<file path="src/design/fp12c_pkg.sv">
// Shared types and constants of the fp12 format converter.
package fp12c_pkg;

	localparam int unsigned FP12_BIAS   = 31;
	localparam int unsigned SINGLE_BIAS = 127;
	localparam int unsigned FRAC_BITS   = 5;
	localparam int unsigned EXP_BITS    = 6;

	// fp12 field layout inside the 16-bit container
	localparam int unsigned FP12_SIGN_BIT = 15;
	localparam int unsigned FILL_BITS     = 16 - FRAC_BITS - EXP_BITS;

	// exponent codes
	localparam logic [EXP_BITS-1:0] EXP_SPECIAL = '1;
	// first biased exponent whose integer value no longer fits in 32 bits
	localparam logic [EXP_BITS-1:0] EXP_INT_OVF = EXP_BITS'(FP12_BIAS + 31);

	localparam logic [31:0] INT_INVALID = 32'h8000_0000;

	// single exponent offsets
	localparam logic [7:0] SGL_NORM_OFS   = 8'(SINGLE_BIAS - FP12_BIAS);
	localparam logic [7:0] SGL_DENORM_OFS = 8'(SINGLE_BIAS - FP12_BIAS - (FRAC_BITS - 1));
	localparam logic [7:0] SGL_EXP_SPECIAL = '1;

	typedef enum logic [1:0] {
		OP_INT_TO_FP12    = 2'd0,
		OP_FP12_TO_INT    = 2'd1,
		OP_FP12_TO_SINGLE = 2'd2
	} op_t;

	typedef struct packed {
		logic [1:0]         operation;
		logic signed [31:0] int_value;
		logic [15:0]        fp12_value;
	} cvt_req_t;

	typedef struct packed {
		logic [15:0]        fp12_result;
		logic signed [31:0] int_result;
		logic [31:0]        float_bits;
	} cvt_rsp_t;

endpackage

</file>
<file path="src/design/fp12c_in_if.sv">
// Input channel of the fp12 converter: valid/ready plus operand payload.
interface fp12c_in_if;
	logic               valid;
	logic               ready;
	logic [1:0]         operation;
	logic signed [31:0] int_value;
	logic [15:0]        fp12_value;

	modport source (output valid, operation, int_value, fp12_value, input ready);
	modport sink (input valid, operation, int_value, fp12_value, output ready);
endinterface

</file>
<file path="src/design/fp12c_out_if.sv">
// Output channel of the fp12 converter: valid/ready plus result payload.
interface fp12c_out_if;
	logic               valid;
	logic               ready;
	logic [15:0]        fp12_result;
	logic signed [31:0] int_result;
	logic [31:0]        float_bits;

	modport source (output valid, fp12_result, int_result, float_bits, input ready);
	modport sink (input valid, fp12_result, int_result, float_bits, output ready);
endinterface

</file>
<file path="src/design/fp12c_convert.sv">
// Conversion datapath: int to fp12, fp12 to int, fp12 to single.
module fp12c_convert (
	input  fp12c_pkg::cvt_req_t req,
	output fp12c_pkg::cvt_rsp_t rsp
);
	import fp12c_pkg::*;

	// index of highest set bit; 0 when none
	function automatic logic [4:0] lead_one32(input logic [31:0] v);
		logic [4:0] r;
		r = '0;
		for (int i = 0; i < 32; i++) begin
			if (v[i]) r = 5'(i);
		end
		return r;
	endfunction

	function automatic logic [2:0] lead_one5(input logic [4:0] v);
		logic [2:0] r;
		r = '0;
		for (int i = 0; i < 5; i++) begin
			if (v[i]) r = 3'(i);
		end
		return r;
	endfunction

	// int to fp12
	logic               i_neg;
	logic [31:0]        i_mag;
	logic [4:0]         i_lead;
	logic [31:0]        i_norm;
	logic               i_guard;
	logic               i_sticky;
	logic [EXP_BITS-1:0] i_exp;
	logic [10:0]        i_base;
	logic [10:0]        i_sum;
	logic [15:0]        i_res;

	// fp12 fields
	logic                 f_neg;
	logic [EXP_BITS-1:0]  f_exp;
	logic [FRAC_BITS-1:0] f_frac;

	// fp12 to int
	logic [EXP_BITS-1:0] t_ue;
	logic [36:0]         t_wide;
	logic [31:0]         t_mag;
	logic [31:0]         t_res;

	// fp12 to single
	logic [2:0]  s_lead;
	logic [4:0]  s_norm;
	logic [31:0] s_res;

	always_comb begin
		i_neg    = req.int_value[31];
		i_mag    = i_neg ? (32'd0 - req.int_value) : req.int_value;
		i_lead   = lead_one32(i_mag);
		i_norm   = i_mag << (5'd31 - i_lead);
		i_guard  = i_norm[25];
		i_sticky = |i_norm[24:0];
		i_exp    = EXP_BITS'(FP12_BIAS) + {1'b0, i_lead};
		i_base   = {i_exp, i_norm[30:26]};
		// round to nearest even; carry ripples into the exponent
		i_sum    = i_base + 11'(i_guard & (i_sticky | i_norm[26]));
		if (i_mag == '0) begin
			i_res = '0;
		end else begin
			i_res = {{FILL_BITS{i_neg}}, i_sum};
		end
	end

	always_comb begin
		f_neg  = req.fp12_value[FP12_SIGN_BIT];
		f_exp  = req.fp12_value[FRAC_BITS +: EXP_BITS];
		f_frac = req.fp12_value[FRAC_BITS-1:0];

		t_ue   = f_exp - EXP_BITS'(FP12_BIAS);
		t_wide = {31'd0, 1'b1, f_frac} << t_ue;
		t_mag  = t_wide[36:5];
		if (f_exp >= EXP_INT_OVF) begin
			t_res = INT_INVALID;
		end else if (f_exp < EXP_BITS'(FP12_BIAS)) begin
			t_res = '0;
		end else begin
			t_res = f_neg ? (32'd0 - t_mag) : t_mag;
		end

		s_lead = lead_one5(f_frac);
		s_norm = f_frac << (3'd4 - s_lead);
		if (f_exp == EXP_SPECIAL) begin
			s_res = {f_neg, SGL_EXP_SPECIAL, f_frac, 18'd0};
		end else if (f_exp != '0) begin
			s_res = {f_neg, 8'(f_exp) + SGL_NORM_OFS, f_frac, 18'd0};
		end else if (f_frac == '0) begin
			s_res = {f_neg, 31'd0};
		end else begin
			s_res = {f_neg, 8'(s_lead) + SGL_DENORM_OFS, s_norm[3:0], 19'd0};
		end
	end

	always_comb begin
		rsp = '0;
		case (req.operation)
			OP_INT_TO_FP12:    rsp.fp12_result = i_res;
			OP_FP12_TO_INT:    rsp.int_result  = t_res;
			OP_FP12_TO_SINGLE: rsp.float_bits  = s_res;
			default:           rsp = '0;
		endcase
	end

endmodule

</file>
<file path="src/design/fp12_format_converter_core.sv">
// Top level of the fp12 format converter: operand register, converter, result register.
//
// Converts between 32-bit signed integers, the 12-bit minifloat fp12 (sign,
// 6-bit exponent with bias 31, 5-bit fraction, held in 16 bits with the sign
// copied into bits 11..15) and IEEE single bit patterns. operation selects
// int to fp12 (round to nearest even, zero stays 0x0000), fp12 to int
// (truncate toward zero, 0x80000000 when out of range, infinity or NaN) or
// fp12 to single (exact, denormals normalized). Only the selected result
// field can be nonzero; the unused operation code returns all zeros. Bit 15 of
// fp12_value is the sign, bits 11..14 are ignored. Each transfer on cmd
// yields exactly one transfer on rsp, in order. The block is a two-register
// pipeline: an operand register and a result register with the conversion
// logic (32-bit leading-one search, normalizing shift and rounding add) between
// them. The operand register takes each cmd transfer and the result register its
// conversion. Throughput is one transfer per cycle as long as rsp.ready stays
// high. Back-pressure stalls both stages in place without losing data.
module fp12_format_converter_core (
	input  logic                clk,
	input  logic                arst_n,
	fp12c_in_if.sink            cmd,
	fp12c_out_if.source         rsp
);
	import fp12c_pkg::*;

	// stage 1: operand register
	logic     valid_s1;
	cvt_req_t req_s1;
	// stage 2: result register
	logic     valid_s2;
	cvt_rsp_t rsp_s2;

	cvt_rsp_t cvt_rsp;
	logic     adv_s2;
	logic     adv_s1;

	// result register frees up when empty or its transfer completes
	assign adv_s2    = !valid_s2 || rsp.ready;
	// operand register frees up when empty or it moves forward
	assign adv_s1    = !valid_s1 || adv_s2;
	assign cmd.ready = adv_s1;

	fp12c_convert u_convert (
		.req (req_s1),
		.rsp (cvt_rsp)
	);

	always_ff @(posedge clk or negedge arst_n) begin
		if (!arst_n) begin
			valid_s1 <= 1'b0;
			valid_s2 <= 1'b0;
		end else begin
			if (adv_s1) valid_s1 <= cmd.valid;
			if (adv_s2) valid_s2 <= valid_s1;
		end
	end

	// payload registers, no reset
	always_ff @(posedge clk) begin
		if (adv_s1 && cmd.valid) begin
			req_s1.operation  <= cmd.operation;
			req_s1.int_value  <= cmd.int_value;
			req_s1.fp12_value <= cmd.fp12_value;
		end
		if (adv_s2 && valid_s1) begin
			rsp_s2 <= cvt_rsp;
		end
	end

	assign rsp.valid       = valid_s2;
	assign rsp.fp12_result = rsp_s2.fp12_result;
	assign rsp.int_result  = rsp_s2.int_result;
	assign rsp.float_bits  = rsp_s2.float_bits;

	// an accepted operand always lands in stage 1
	a_cmd_to_s1: assert property (@(posedge clk) disable iff (!arst_n)
		cmd.valid && cmd.ready |=> valid_s1)
		else $error("accepted operand missing from stage 1");

	// stage 1 moving forward always produces a result
	a_s1_to_s2: assert property (@(posedge clk) disable iff (!arst_n)
		valid_s1 && adv_s2 |=> rsp.valid)
		else $error("stage 1 item lost before result register");

	// a blocked stage 1 keeps its operand
	a_s1_hold: assert property (@(posedge clk) disable iff (!arst_n)
		valid_s1 && !adv_s2 |=> valid_s1 && $stable(req_s1))
		else $error("stage 1 operand changed while stalled");

	// at most one result field is nonzero
	a_one_field: assert property (@(posedge clk) disable iff (!arst_n)
		rsp.valid |-> $countones({rsp.fp12_result != '0, rsp.int_result != '0,
			rsp.float_bits != '0}) <= 1)
		else $error("more than one result field set");

endmodule

</file>
<file path="src/flat_wrapper.sv">
// flat-port wrapper written by rule: the top's interface ports become plain ports
module fp12_format_converter_core_flat import fp12c_pkg::*;
  (clk, arst_n, cmd_valid, cmd_operation, cmd_int_value, cmd_fp12_value, cmd_ready, rsp_valid, rsp_fp12_result, rsp_int_result, rsp_float_bits, rsp_ready);
  fp12c_in_if cmd_i ();
  fp12c_out_if rsp_i ();
  input  logic clk;
  input  logic arst_n;
  input wire logic [$bits(cmd_i.valid)-1:0] cmd_valid;
  input wire logic [$bits(cmd_i.operation)-1:0] cmd_operation;
  input wire logic [$bits(cmd_i.int_value)-1:0] cmd_int_value;
  input wire logic [$bits(cmd_i.fp12_value)-1:0] cmd_fp12_value;
  output wire logic [$bits(cmd_i.ready)-1:0] cmd_ready;
  output wire logic [$bits(rsp_i.valid)-1:0] rsp_valid;
  output wire logic [$bits(rsp_i.fp12_result)-1:0] rsp_fp12_result;
  output wire logic [$bits(rsp_i.int_result)-1:0] rsp_int_result;
  output wire logic [$bits(rsp_i.float_bits)-1:0] rsp_float_bits;
  input wire logic [$bits(rsp_i.ready)-1:0] rsp_ready;
  assign cmd_i.valid = cmd_valid;
  assign cmd_i.operation = cmd_operation;
  assign cmd_i.int_value = cmd_int_value;
  assign cmd_i.fp12_value = cmd_fp12_value;
  assign cmd_ready = cmd_i.ready;
  assign rsp_valid = rsp_i.valid;
  assign rsp_fp12_result = rsp_i.fp12_result;
  assign rsp_int_result = rsp_i.int_result;
  assign rsp_float_bits = rsp_i.float_bits;
  assign rsp_i.ready = rsp_ready;
  fp12_format_converter_core u_core (.clk(clk), .arst_n(arst_n), .cmd(cmd_i), .rsp(rsp_i));
endmodule
</file>
<file path="config.mk">
export PLATFORM = sky130hd
export DESIGN_NAME = fp12_format_converter_core_flat
export DESIGN_NICKNAME = d
export VERILOG_FILES = /design/src/design/fp12c_pkg.sv /design/src/design/fp12c_in_if.sv /design/src/design/fp12c_out_if.sv /design/src/design/fp12c_convert.sv /design/src/design/fp12_format_converter_core.sv /design/src/flat_wrapper.sv
export SDC_FILE = /design/constraint.sdc
export NUM_CORES = 1
export LEC_CHECK = 0
export ABC_AREA = 1
export BUFFER_PORTS_ARGS = -buffer_cell sky130_fd_sc_hd__buf_2
export CORE_MARGIN = 8
export CORE_UTILIZATION = 45
export DETAILED_ROUTE_END_ITERATION = 10
export MAX_ROUTING_LAYER = met4
export PLACE_DENSITY = 0.78
export RECOVER_POWER = 100
export SETUP_SLACK_MARGIN = 0.02
export SLEW_MARGIN = 15
export SYNTH_ARGS = -nofsm -noshare
export SYNTH_HDL_FRONTEND = slang
export SYNTH_SLANG_ARGS = --single-unit
</file>
<file path="constraint.sdc">
create_clock -name clk -period 4.8 [get_ports clk]
set_clock_uncertainty 0.15 [all_clocks]
set_input_delay 0.96 -clock clk [delete_from_list [all_inputs] [get_ports clk]]
set_output_delay 0.96 -clock clk [all_outputs]
set_load 0.02 [all_outputs]
</file>
# Word-level counts from Yosys, hierarchy flattened

Index checks and enable logic that the tools add are counted.

Register bits: 128
Input port bits: 54

Add/subtract/negate cells: 9
Order comparisons: 2
Eq/ne operators: 3
Shift operators: 3
Mux-type cells: 42
Bitwise operators: 5
Reduce and logical (&&, ||, !) cells: 14

Operator list:

| kind                                                | number |
|---|---|
| 2-to-1 mux 5 bit                                    | 30 |
| 2-to-1 mux 32 bit                                   | 4 |
| 2-to-1 mux 31 bit                                   | 3 |
| subtractor 1 x 32 -> 32 bit (first input constant)  | 2 |
| << shifter 6 x 6 -> 37 bit                          | 1 |
| logical NOT 32 bit                                  | 1 |
| << shifter 32 x 5 -> 31 bit                         | 1 |
| OR reduction 25 bit                                 | 1 |
| adder 11 x 1 -> 11 bit                              | 1 |
| 2-to-1 mux 3 bit                                    | 3 |
| adder 3 x 7 -> 8 bit (second input constant)        | 1 |
| adder 6 x 7 -> 8 bit (second input constant)        | 1 |
| adder 5 x 5 -> 6 bit (first input constant)         | 1 |
| equality test 6 bit (second input constant)         | 1 |
| >= comparator 6 bit (second input constant)         | 1 |
| < comparator 6 x 5 -> 1 bit (second input constant) | 1 |
| nonzero test 6 bit                                  | 1 |
| OR reduction 3 bit                                  | 2 |
| subtractor 6 x 5 -> 6 bit (second input constant)   | 1 |
| logical NOT 5 bit                                   | 1 |
| << shifter 5 x 3 -> 4 bit                           | 1 |
| subtractor 5 bit (first input constant)             | 1 |
| inverter 1 bit                                      | 3 |
| subtractor 3 bit (first input constant)             | 1 |
| other kinds (10)                                    | 14 |

# Logic depth before layout (Yosys ltp)

Depth after elaboration: 39
Depth in mapped cells: 52
Depth with buffers taken out: 51

# Cells and area by module

Synthesis repeated with hierarchy kept, for this count alone.

Cells, all modules: 1,232
Area, all modules: 9,240.1 um^2

Modules (own cells, without submodules):

| module                     | instances | cells an instance | area an instance (um^2) | sequential area each (um^2) |
|---|---|---|---|---|
| fp12c_convert              | 1         | 1,090             | 5,241.3                 | 0.0 |
| fp12_format_converter_core | 1         | 142               | 3,998.8                 | 3,953.8 |

# Worst setup path before layout

OpenSTA, ideal clock, no wires.

Path kind: input to register
From: input port rsp_ready
To: register u_core.rsp_s2 (netlist bit u_core.rsp.float_bits[18]), enable pin
Arrival time: 3.827 ns
Data required time: 4.157 ns
Path slack: 0.330 ns
Cell stages on the path: 2
Path buffers: 0
Cells stage by stage: inv_1 -> a21oi_1

Cells in the longest elaborated chain, start to end: 2

Ends and longest elaborated chain:

| element              | line                             | source |
|---|---|---|
| start, declared      | flat_wrapper.sv:17               | `input wire logic [$bits(rsp_i.ready)-1:0] rsp_ready;` |
| logical OR 1 bit     | fp12_format_converter_core.sv:37 | `assign adv_s2 = !valid_s2 \|\| rsp.ready;` |
| logical AND 1 bit    | fp12_format_converter_core.sv:64 | `if (adv_s2 && valid_s1) begin` |
| end signal, assigned | fp12_format_converter_core.sv:65 | `rsp_s2 <= cvt_rsp;` |
| end, declared        | fp12_format_converter_core.sv:30 | `cvt_rsp_t rsp_s2;` |

No other way between the ends.
A chain may end at the register's enable or synchronous reset.

# Worst setup path in the final report

From: register u_core.req_s1[17] (netlist bit)
To: register u_core.rsp_s2 (netlist bit u_core.rsp.fp12_result[8]) (data pin)

Cells in the longest elaborated chain, start to end: 39
Elaborated cells on any way between the ends: 42
Those cells by class: add/sub (4); shift (1); mux (32); bitwise (2); reduce/logical (3)

Ends and longest elaborated chain:

| element                         | line                             | source |
|---|---|---|
| start, declared                 | fp12_format_converter_core.sv:27 | `cvt_req_t req_s1;` |
| subtractor 1 x 32 -> 32 bit     | fp12c_convert.sv:57              | `i_mag = i_neg ? (32'd0 - req.int_value) : req.int_value;` |
| 2-to-1 mux 32 bit *             | fp12c_convert.sv:57              |  |
| 2-to-1 mux 1 bit                | fp12c_convert.sv:13              | `if (v[i]) r = 5'(i);` |
| 2-to-1 mux 5 bit (30 in series) | fp12c_convert.sv:13              |  |
| subtractor 5 bit                | fp12c_convert.sv:59              | `i_norm = i_mag << (5'd31 - i_lead);` |
| << shifter 32 x 5 -> 31 bit     | fp12c_convert.sv:59              |  |
| OR reduction 25 bit             | fp12c_convert.sv:61              | `i_sticky = \|i_norm[24:0];` |
| OR 1 bit                        | fp12c_convert.sv:65              | `i_sum = i_base + 11'(i_guard & (i_sticky \| i_norm[26]));` |
| AND 1 bit                       | fp12c_convert.sv:65              |  |
| adder 11 x 1 -> 11 bit          | fp12c_convert.sv:65              |  |

Every way passes the cells marked *; elsewhere a longest branch is shown, timed or not.

==> flow_metrics.py <==
metrics = {
    "status": {
        "violations": "max-capacitance violations, max-slew violations",
        "run_status": "finished with violations",
    },
    "critical_path": {
        "crit_family": "simple AND/OR/NAND/NOR gates",
        "path_common_cell": "nand2_1",
        "crit_type": "flop to flop",
        "critical_path.startpoint": "u_core.req_s1[17]$_DFFE_PP_",
        "cpPeakStageDelay_ns": 0.46,
        "r2r_start": "u_core.req_s1[17]$_DFFE_PP_",
        "cp_max_fo": 8,
        "start_kind": "flop",
        "critPathSlowestCell": "edfxtp_1",
        "ff2ff_setup_slack_ns": 0.08,
        "crit_arrival_ns": 4.69,
        "endpoint_kind": "flop",
        "cp_num_buf_inv": 3,
        "required_ns": 4.77,
    },
    "routing": {
        "drt-total-wl_um": 24640,
        "drt_first_iter_violations": 648,
        "ant_nets": 0,
        "num_vias": 8818,
        "wl_per_cell_um": 15.19,
        "via_per_inst": 5.436,
        "drc_errors": 0,
        "firstDrtPassIters": 5,
    },
    "logic_synthesis": {
        "seq_area_frac_synth_pct": 36.80,
        "netlist_area_um2": 8623,
        "avgSynthCellArea_um2": 6.988,
        "ys_warn_count": 0,
        "ys_ff_latch": 106,
        "synth_cell_types": 59,
        "async_reset_ff_share_pct": 1.887,
        "synth_edf_count": 104,
        "yosys_most_used_dff": "edfxtp_1",
        "syn_inst": 1234,
    },
    "timing": {
        "hold_ws_ns": 0.2210,
        "setup_viol": 0,
        "rsz0062_at_grt": "true",
        "slew_viol_final": 77,
        "max_freq_ghz": 0.2119,
        "fin_crit_sh_pct": 98.31,
        "fin_crit_ns": 4.719,
        "tns_ns": 0,
        "tightestPinTransition_ns": 2.745,
        "hold_viol": 0,
        "finalWorstSetupSlack_ns": 0.08120,
        "max_slew_margin_pct": -82.98,
    },
    "cts": {
        "cts_buffers": 9,
        "cts.sinks": 106,
        "clk_path_buf_depth": 2,
        "root_buffer": "clkbuf_16",
        "hold_buffers": 0,
        "worst_skew_pair.late_latency_ns": 0.37,
        "htree_levels": 3,
        "cts_tree": "yes",
        "clk_pin_slew_ns": 0.08,
    },
    "finish": {
        "drive_gt1_share_pct": 19.67,
        "regArea_um2": 3173,
        "fin_util_pct": 56.01,
        "area_delta_synth_final_pct": 21.91,
        "fillers": 1764,
        "multiInputGateArea_um2": 4927,
        "finalNetCount": 1446,
        "insertedDiodeCount": 0,
    },
    "place": {
        "gp_congestion": 0.9452,
        "io_buffers": 113,
        "post-place-ws_ns": -0.09608,
        "dpl.hpwl_um": 17820,
    },
    "floorplan": {
        "start_util_pct": 45.95,
        "rows": 50,
        "die_w_um": 154.4,
        "boundaryPins": 136,
        "coreArea_um2": 18770,
        "fp.dieH_um": 154.4,
        "die_area_um2": 23850,
    },
    "hold_path": {
        "hp-class": "input port to async pin",
    },
    "global_route": {
        "grt_usage_pct": 20.10,
        "grt_max_degree": 47,
        "grt_pass1_wl_um": 38670,
        "gr-total-overflow": 0,
        "first_global_vias": 8277,
        "antenna_found_initial": 0,
    },
    "power": {
        "peakVddDrop_mv": 0.2234,
        "p_leak_nw": 4.741,
        "fin_total_pwr_mw": 3.319,
        "powerDensity_nw_per_um2": 315.7,
    },
    "run": {
        "cap_violations": 2,
    },
}
## flip-flops by register name, summed over array words and instances (netlist names)
register	cells
u_core.req_s1	46
u_core.rsp.float_bits	14
u_core.rsp.fp12_result	12
u_core.rsp.int_result	32
u_core.rsp.valid	1
u_core.valid_s1	1
## synthesized netlist by cell type (5+ instances only)
cell type / number / area share [%]
nand4_1: 11 / 0.80
nor3_1: 32 / 1.9
buf_2: 13 / 0.75
o21ai_1: 15 / 0.87
nand2_2: 8 / 0.58
edfxtp_1: 104 / 36
clkinv_1: 6 / 0.26
ha_1: 9 / 1.3
o22ai_1: 7 / 0.51
o21ai_0: 60 / 3.5
clkbuf_1: 16 / 0.70
xor2_1: 18 / 1.8
inv_2: 19 / 0.83
nor3_2: 7 / 0.81
buf_1: 5 / 0.22
a31oi_1: 6 / 0.44
nand2_1: 297 / 13
a21oi_1: 56 / 3.3
inv_1: 135 / 5.9
nor4_1: 13 / 0.94
nor2_1: 124 / 5.4
nor2_2: 7 / 0.51
buf_4: 30 / 2.6
nand3_1: 177 / 10
o211ai_1: 5 / 0.44
## cell usage in the layout, fill, tap and decap left out, drive strengths merged, types with 6 or more instances in the layout
master  Yosys  layout
nor3       40      40
clkinv      6       9
a31oi       6       6
o21ai      77      77
buf        50     115
nand2     307     307
nor4       13      13
a21oi      57      57
clkbuf     16      80
conb        1      18
ha          9       9
nand3     180     180
nand4      13      13
nor2      134     134
o22ai       7       7
edfxtp    104     104
xor2       20      20
inv       155     157
## through the flow
step                      area [um^2]  std cells
after detailed placement         9630       1584
after CTS                        9997       1602
final                           10510       1622
after global placement           9630       1584
after floorplan                  8687       1251
after global routing            10510       1622
## cell type report
type,instances,share of cell area [%]
multi-input combinational,918,46.87
sequential,106,30.18
timing repair buffer,187,11.49
inverter,161,5.820
tap,234,2.785
clock buffer,9,2.142
clock inverter,7,0.7141
## path summary, 6_finish.rpt
path,endpoint,cells after the start
worst max-delay path,u_core.rsp.fp12_result[8]$_SDFFCE_PP0P_,41
worst min-delay path,u_core.rsp.valid$_DFFE_PN0P_,1
worst max register to register,u_core.rsp.fp12_result[8]$_SDFFCE_PP0P_,41
worst min register to register,u_core.rsp.valid$_DFFE_PN0P_,2
max in group asynchronous,u_core.valid_s1$_DFFE_PN0N_,1
min in group clk,u_core.rsp.valid$_DFFE_PN0P_,2
## where the power goes
group          total (mW)  switching, mW  internal (mW)
logic                1.38          0.897          0.479
registers            1.18         0.0466           1.13
clock network       0.768          0.359          0.409
total                3.32           1.30           2.02
## cells by family (layout without fill, tap and decap cells)
kind of cell    count (synthesis)  count (layout)  synth area share, %
buf+inv                       227             364                11.58
flops                         106             106                36.80
other cells                     1              18              0.04349
simple gates                  697             697                36.36
mux                             1               1               0.1161
xor+xnor                       23              23                2.597
compound gates                170             170                11.20
fa+ha+maj                       9               9                1.306
## routing by layer
layer / GRT usage (%) / wire, um / part of all wire [%] / vias up
met5: - / 0 / 0 / -
met4: 6.300 / 551 / 2.2 / 0
met3: 3.121 / 1555 / 6.3 / 56
met2: 33.47 / 11770 / 48 / 343
met1: 24.73 / 10760 / 44 / 4028
li1: - / - / - / 4391
## worst register-to-register path: cells and delay by family, from the launching register on
kind | cells | cell delay (ns)
compound gates | 3 | 0.48
xor+xnor | 1 | 0.21
fa+ha+maj | 2 | 0.32
buf+inv | 3 | 0.31
flops | 1 | 0.46
simple gates | 32 | 2.55
## timing repair
item	4_1_cts	5_1_grt
pin swaps	2	38
setup endpoints to repair	5	25
resized for setup	7	108
cloned	1	4
endpoints found under the hold margin	0	0
buffers inserted	1	16
(Power assumes the default switching activity.)
